==> src/hw/rtl/swc_pkg.sv <==
package swc_pkg;

  localparam int SampleW = 16;
  localparam int WinW    = 11;
  localparam int WinMax  = 1024;
  localparam int AddrW   = $clog2(WinMax);
  localparam logic [WinW-1:0] WinReset = 11'd10;
  localparam int WinMin  = 2;

  localparam int SumW    = 27;
  localparam int SqW     = 41;
  localparam int XyW     = 42;
  localparam int ProdW   = 2 * SampleW;
  localparam int MulOpW  = XyW + 1;
  localparam int PnW     = WinW + 1 + MulOpW;
  localparam int PsW     = 2 * SumW;

  localparam int VarW    = 51;
  localparam int CovW    = 52;
  localparam int RadW    = 2 * VarW;
  localparam int RootW   = VarW;
  localparam int HalfW   = 26;
  localparam int DivW    = 20;
  localparam int FracW   = 17;
  localparam int CorrW   = 18;
  localparam int CovOutW = 32;
  localparam int CntW    = 6;

  localparam int QDepth  = 2;
  localparam int QPtrW   = $clog2(QDepth);

  typedef struct packed {
    logic                   full;
    logic [VarW-1:0]        a;
    logic [VarW-1:0]        b;
    logic signed [CovW-1:0] c;
    logic [WinW-1:0]        n;
  } swc_job_t;

  typedef enum logic [2:0] {
    F_IDLE,
    F_LOAD,
    F_SUM,
    F_MUL,
    F_PUSH
  } front_state_e;

  typedef enum logic [2:0] {
    B_IDLE,
    B_MUL,
    B_SQRT,
    B_DINIT,
    B_DIV,
    B_OUT
  } back_state_e;

endpackage

==> src/hw/rtl/swc_queue.sv <==
module swc_queue (
  input  logic              clk_i,
  input  logic              rst_ni,
  input  logic              push_valid_i,
  output logic              push_ready_o,
  input  swc_pkg::swc_job_t push_data_i,
  output logic              pop_valid_o,
  input  logic              pop_ready_i,
  output swc_pkg::swc_job_t pop_data_o
);
  import swc_pkg::*;

  swc_job_t         entries_q [QDepth];
  logic [QPtrW-1:0] wptr_q, rptr_q;
  logic [QPtrW:0]   count_q;
  logic             push, pop;

  assign push_ready_o = (count_q != (QPtrW+1)'(QDepth));
  assign pop_valid_o  = (count_q != '0);
  assign pop_data_o   = entries_q[rptr_q];
  assign push         = push_valid_i && push_ready_o;
  assign pop          = pop_valid_o && pop_ready_i;

  always_ff @(posedge clk_i or negedge rst_ni) begin
    if (!rst_ni) begin
      wptr_q  <= '0;
      rptr_q  <= '0;
      count_q <= '0;
    end else begin
      if (push) begin
        wptr_q <= wptr_q + 1'b1;
      end
      if (pop) begin
        rptr_q <= rptr_q + 1'b1;
      end
      if (push && !pop) begin
        count_q <= count_q + 1'b1;
      end else if (pop && !push) begin
        count_q <= count_q - 1'b1;
      end
    end
  end

  always_ff @(posedge clk_i) begin
    if (push) begin
      entries_q[wptr_q] <= push_data_i;
    end
  end

endmodule

==> config.mk <==
export PLATFORM = sky130hd
export DESIGN_NAME = swc_queue
export DESIGN_NICKNAME = d
export VERILOG_FILES = /design/src/hw/rtl/swc_pkg.sv /design/src/hw/rtl/swc_queue.sv
export SDC_FILE = /design/constraint.sdc
export NUM_CORES = 1
export LEC_CHECK = 0
export ABC_AREA = 1
export BUFFER_PORTS_ARGS = -buffer_cell sky130_fd_sc_hd__buf_2
export CELL_PAD_IN_SITES_DETAIL_PLACEMENT = 0
export CELL_PAD_IN_SITES_GLOBAL_PLACEMENT = 1
export CORE_ASPECT_RATIO = 1.2
export CORE_MARGIN = 4
export CORE_UTILIZATION = 30
export DETAILED_ROUTE_END_ITERATION = 8
export PLACE_DENSITY_LB_ADDON = 0.15
export SLEW_MARGIN = 20
export SYNTH_ARGS = -nofsm -noshare
export SYNTH_HDL_FRONTEND = slang
export SYNTH_SLANG_ARGS = --single-unit
==> constraint.sdc <==
create_clock -name clk_i -period 9.52 [get_ports clk_i]
set_clock_uncertainty 0.1 [all_clocks]
set_input_delay 0.952 -clock clk_i [delete_from_list [all_inputs] [get_ports clk_i]]
set_output_delay 0.952 -clock clk_i [all_outputs]
set_load 0.1 [all_outputs]
==> qor.txt, run 1 <==
TritonCTS Buffers -> 37
WP data arrival -> 3.45 ns
Most frequent cells in the layout -> nand2_1, buf_2, edfxtp_1
Die Area -> 44500 um2
Post-synth net total -> 1067
Critical Path End Type -> output pin
Final count of hold timing violations -> 0
Crit path max-delay family -> buffers and inverters
Pin count of the biggest net entering global routing -> 92
Most common cell after layout, fill and taps aside -> nand2_1
Most common cell on crit path -> nand2_1
Synthesized area per cell -> 13.8 um2
Residual DRC -> 0
R2r setup slk -> 6.29 ns
Rel. slew slack -> 0.259
Setup CP Type -> reg -> out
Die H -> 230 um
Endpoints failing setup -> 0
Sequential-to-total area share from yosys stat -> 0.815
First-pass GRT wire length -> 45100 um
CTS tree -> yes
Synthesis Warnings -> 0
Critical path cell sequence -> inv_6, buf_4, nand2_1, nand2_1, buf_2
Via-to-Cell Ratio -> 4.19
Via count -> 7601
ANT nets after route -> 0
Fin crit period -> 4.50 ns
WL/cell -> 16.9 um
# hold bufs at CTS -> 0
Crit path max fanout -> 91
# rows -> 81
DRT Pass-1 Iters -> 5
Maximum buffer depth of the clock tree -> 3
Initial Util -> 0.303
Buf/Inv on CP -> 3
Sink Count -> 336
Syn Std Cell Area -> 12400 um2
Post-DP Area -> 14500 um2
Status -> complete, no violations
Input/output buffers -> 337
Setup_tns -> 0 ns
Layout Nets -> 1415
Max Transition Viols Final -> 0
Root Driver -> clkbuf_16
Fillers -> 4025
Post-CTS setup repair buffer count -> 0
HP Class -> in -> async
H-tree depth -> 2
Share of layout cells above drive strength 1 -> 0.312
GPL Wtd Cong -> 0.718
Worst-Margin Slew -> 1.11 ns
CP required -> 8.47 ns
Finished Cell Area -> 15600 um2
Synth Register Bits -> 336
Hpwl dp -> 19500 um
Sequential cell area -> 10100 um2
Tot GR Track Use -> 0.131
I/O pin total -> 338
Placeable Area -> 40700 um2
Clock Latency Late Sink -> 0.52 ns
Die Span X -> 193 um
Final core utilization -> 0.383
Slowest CP cell -> buf_4
Initial antenna violation count -> 10
Mapped Cells -> 896
Worst setup path start -> rptr_q
Multi-input gate area -> 1980 um2
RSZ-0062 raised after global routing -> false
CTS-repair resized insts -> 0
Number of global-route vias before repair -> 7440
Cell variety after synth -> 15
Type of origin of the critical path -> flop
FMAX -> 222 MHz
Max_cap viols -> 0
Launching point of the worst reg2reg path -> count_q[0]
Crit path largest cell delay -> 0.94 ns
Area delta synth->final -> 26.2%
Crit share post-route -> 0.473
Worst-path clk slew -> 0.06 ns
Drt total wl -> 30600 um
Grt total ovfl -> 0
Initial DRC count -> 367
## cell usage after synthesis
master	count	area share
buf_2	16	0.0065
buf_4	6	0.0036
buf_6	14	0.013
buf_8	1	0.0012
dfrtp_1	4	0.0081
edfxtp_1	332	0.81
ha_1	1	0.0010
inv_1	6	0.0018
inv_4	1	0.00051
nand2_1	508	0.15
nand3_1	2	0.00081
nand4_1	1	0.00051
nor2_1	2	0.00061
xnor2_1	1	0.00071
xor2_1	1	0.00071
## per-layer routing
layer,global-route usage,part of all wire,vias up
li1,-,-,3734
met1,0.158,0.41,3550
met2,0.210,0.47,251
met3,0.0595,0.096,58
met4,0.0418,0.025,8
met5,0,0.0014,-
## registers in the layout, indices dropped and copies added (netlist names)
register,cells
wptr_q,1
entries_q,332
rptr_q,1
count_q,2
## stage by stage
stage | worst slack, ns | instances | hold slack, ns
floorplan | 0.419 | 896 | 0.362
finish | 5.02 | 1815 | 0.147
CTS | 4.84 | 1808 | 0.135
global route | 4.75 | 1810 | 0.127
detailed placement | 5.42 | 1744 | 0.391
global placement | 5.44 | 1744 | 0.385
## cells by family (layout without fill, tap and decap cells)
group                      count (synthesis)  in the layout  synth area share
DFF                                      336            336             0.815
other                                      0              7                 0
and+or+nand+nor                          513            513             0.156
adders and majority gates                  1              1           0.00101
buffers and inverters                     44            417            0.0264
xor gates and xnor gates                   2              2           0.00142
## cell type report
cell class | count | share of cell area
sequential | 336 | 0.646
inverter | 7 | 0.00201
tap | 539 | 0.0433
clock buffer | 47 | 0.0618
antenna | 7 | 0.00112
multi-input combinational | 516 | 0.127
timing repair buffer | 346 | 0.113
clock inverter | 17 | 0.00658
## final timing paths
| kind | cells past startpoint | to |
|---|---|---|
| min in group clk_i | 2 | count_q[1] |
| max reg2reg | 6 | entries_q[1][68] |
| min | 1 | count_q[0] |
| min reg2reg | 2 | count_q[1] |
| max | 5 | pop_data_o[39] |
| max in group asynchronous | 1 | rptr_q |
Power of run 1 is left out: the tool's default activity adds up to more than one toggle a clock period on the data nets, which glitch-free logic cannot reach.
==> run 2: changes to the inputs <==
ABC_AREA = 0   (was 1)
clock period = 4.44 ns   (was 9.52 ns; I/O delays follow)
==> run 2 against run 1 <==
  * Synthesized cell count down 40%
  * Area after synthesis up 2.9%
  * Non-clock buffer count up 146
  * Global-route usage down 0.50 points
  * Worst hold slack worse by 0.11 ns
  * Clock-buffer cell count down 1
  * Register-to-register slack worse by 4.3 ns
  * Sequential share of layout area down 7.2 points
  * Flip-flop and latch count unchanged
  * Worst setup slack worse by 3.6 ns
  * Utilization up 3.7 points
==> qor.txt, run 2 <==
Status -> complete, no violations (unchanged)
# diodes -> 0 (was 7)
Area leader, netlist -> edfxtp_1 (unchanged)
Synthesis Warnings -> 0 (unchanged)
RSZ-0062 raised after global routing -> false (unchanged)
Met2 wire len -> 16300 um (was 14300 um)
Area share of the largest cell type after synthesis -> 0.784 (was 0.807)
HP Class -> in -> reg (was in -> async)
WP data arrival -> 2.50 ns (was 3.45 ns)
Layout Nets -> 1217 (was 1415)
FMAX -> 328 MHz
Max layer used -> met5 (unchanged)
WL/cell -> 18.5 um (was 16.9 um)
Worst-Margin Slew -> 1.01 ns (was 1.11 ns)
Mapped Cells -> 535 (was 896)
Number of global-route vias before repair -> 7480 (was 7440)
I/O pin total -> 338 (unchanged)
ANT nets after route -> 0 (unchanged)
Initial antenna violation count -> 1 (was 10)
Max FFs per register -> 332 (unchanged)
GPL Wtd Cong -> 0.715 (was 0.718)
Die Area -> 45800 um2 (was 44500 um2)
Synth Register Bits -> 336 (unchanged)
Max Transition Viols Final -> 0 (unchanged)
Root Driver -> clkbuf_16 (unchanged)
Final count of hold timing violations -> 0 (unchanged)
Type of origin of the critical path -> flop (unchanged)
Crit share post-route -> 0.686
Synth area leaders -> edfxtp_1, mux2_4, mux2_2 (was edfxtp_1, nand2_1, buf_6)
Tot GR Track Use -> 0.126 (was 0.131)
Fraction of registers with async set or reset after synthesis -> 0.0119 (unchanged)
R2r setup slk -> 2.02 ns (was 6.29 ns)
Number of synthesized flops with an enable pin -> 332 (unchanged)
Met1 Routed Length -> 11100 um (was 12600 um)
Multi-input gate area -> 2460 um2 (was 1980 um2)
Clock Latency Late Sink -> 0.52 ns (about the same)
CP required -> 3.90 ns (was 8.47 ns)
Setup CP Type -> reg -> out (unchanged)
Rel. slew slack -> 0.326 (was 0.259)
Initial Util -> 0.304 (was 0.303)
Post-synth net total -> 706 (was 1067)
Grt total ovfl -> 0 (unchanged)
Endpoints failing setup -> 0 (unchanged)
Syn Std Cell Area -> 12700 um2 (was 12400 um2)
Post-CTS setup repair buffer count -> 0 (unchanged)
R2R cell count -> 4 (was 6)
Most common cell after layout, fill and taps aside -> buf_2 (was nand2_1)
Routed wl met3 -> 1700 um (was 2940 um)
Setup_tns -> 0 ns (unchanged)
H-tree depth -> 2 (unchanged)
Sink Count -> 336 (unchanged)
Input/output buffers -> 337 (unchanged)
TritonCTS Buffers -> 36 (was 37)
Launching point of the worst reg2reg path -> count_q[0] (unchanged)
Placeable Area -> 41900 um2 (was 40700 um2)
R2R Path End -> entries_q[0][133] (was entries_q[1][68])
Worst-path clk slew -> 0.06 ns (about the same)
# rows -> 82 (was 81)
Biggest regs -> entries_q (332), count_q (2) (unchanged)
Hpwl dp -> 20400 um (was 19500 um)
Critical Path End Type -> output pin (unchanged)
CTS tree -> yes (unchanged)
Most frequent cells in the layout -> buf_2, edfxtp_1, dlygate4sd3_1 (was nand2_1, buf_2, edfxtp_1)
Via count -> 6752 (was 7601)
Die H -> 234 um (was 230 um)
Worst setup path start -> rptr_q (unchanged)
Pin count of the biggest net entering global routing -> 62 (was 92)
DRT Pass-1 Iters -> 4 (was 5)
First-pass GRT wire length -> 44100 um (was 45100 um)
Cell variety after synth -> 15 (unchanged)
Initial DRC count -> 242 (was 367)
Crit path max fanout -> 35 (was 91)
Max_cap viols -> 0 (unchanged)
Setup crit end -> pop_data_o[152] (was pop_data_o[39])
Most common cell in the netlist -> edfxtp_1 (was nand2_1)
Maximum buffer depth of the clock tree -> 3 (unchanged)
Largest register by flop count -> entries_q (unchanged)
Via-to-Cell Ratio -> 4.18 (was 4.19)
Dominant synthesized flop cell -> edfxtp_1 (unchanged)
Fin crit period -> 3.04 ns
Hold depth -> 1
Drt total wl -> 29900 um (was 30600 um)
Synthesized area per cell -> 23.8 um2 (was 13.8 um2)
Area delta synth->final -> 38.1% (was 26.2%)
Sequential cell area -> 10100 um2 (unchanged)
Commonest cells in the netlist -> edfxtp_1, mux2_4, mux2_2 (was nand2_1, edfxtp_1, buf_2)
Sequential-to-total area share from yosys stat -> 0.792 (was 0.815)
Die Span X -> 196 um (was 193 um)
Share of layout cells above drive strength 1 -> 0.532 (was 0.312)
Fillers -> 3897 (was 4025)
Residual DRC -> 0 (unchanged)
[run 2: what timing repair did]
action | in CTS | in global routing
hold buffers | 137 | 0
resized for setup | 0 | 0
hold endpoints to repair | 274 | 0
[run 2: final cells by class]
type                    count  share of cell area
flip-flops and latches    336               0.574
repair buffers            492               0.186
multi-input cells         179               0.140
clock buffers              46              0.0547
well taps                 546              0.0389
clock inverters            14             0.00620
inverters                   1            0.000214
[run 2: kinds of logic (layout without fill, tap and decap cells)]
family,count (synthesis),in the layout,synth area share
flops,336,336,0.792
mux,166,166,0.185
buf+inv,20,553,0.0156
simple gates,7,7,0.00266
xor+xnor,5,5,0.00344
fa+ha+maj,1,1,0.000984
[run 2: critical path, stage by stage (launching register included)]
cell and delay (ns):
dfrtp_4 0.88, buf_4 0.40, mux2_2 0.38, buf_2 0.29
[run 2: worst min path at each step]
| stage | from | endpoint | slack, ns |
|---|---|---|---|
| finish | push_data_i[160] | entries_q[1][160] | 0.03 |
| global route | push_data_i[153] | entries_q[1][153] | 0.003 |
| CTS | push_data_i[76] | entries_q[0][76] | 0.00005 |
| detailed placement | rst_ni | wptr_q | 0.17 |
| global placement | rst_ni | wptr_q | 0.17 |
| floorplan | rst_ni | count_q[0] | 0.05 |
[run 2: metal layers]
metal,track usage,vias up
met2,0.237,197
met4,0.0408,2
li1,-,3156
met3,0.0326,48
met5,0,-
met1,0.137,3349
[run 2: stage by stage]
stage | area (um2) | utilization | std cells | hold slack, ns | setup slack, ns
finish | 17600 | 0.419 | 1614 | 0.0335 | 1.40
global route | 17600 | 0.419 | 1614 | 0.00269 | 1.28
CTS | 17600 | 0.419 | 1614 | 0.0000454 | 1.30
detailed placement | 15100 | 0.361 | 1417 | 0.167 | 1.88
global placement | 15100 | 0.361 | 1417 | 0.167 | 1.88
floorplan | 12700 | - | 535 | 0.0484 | 0.292
Power of run 2 is left out for the same reason.
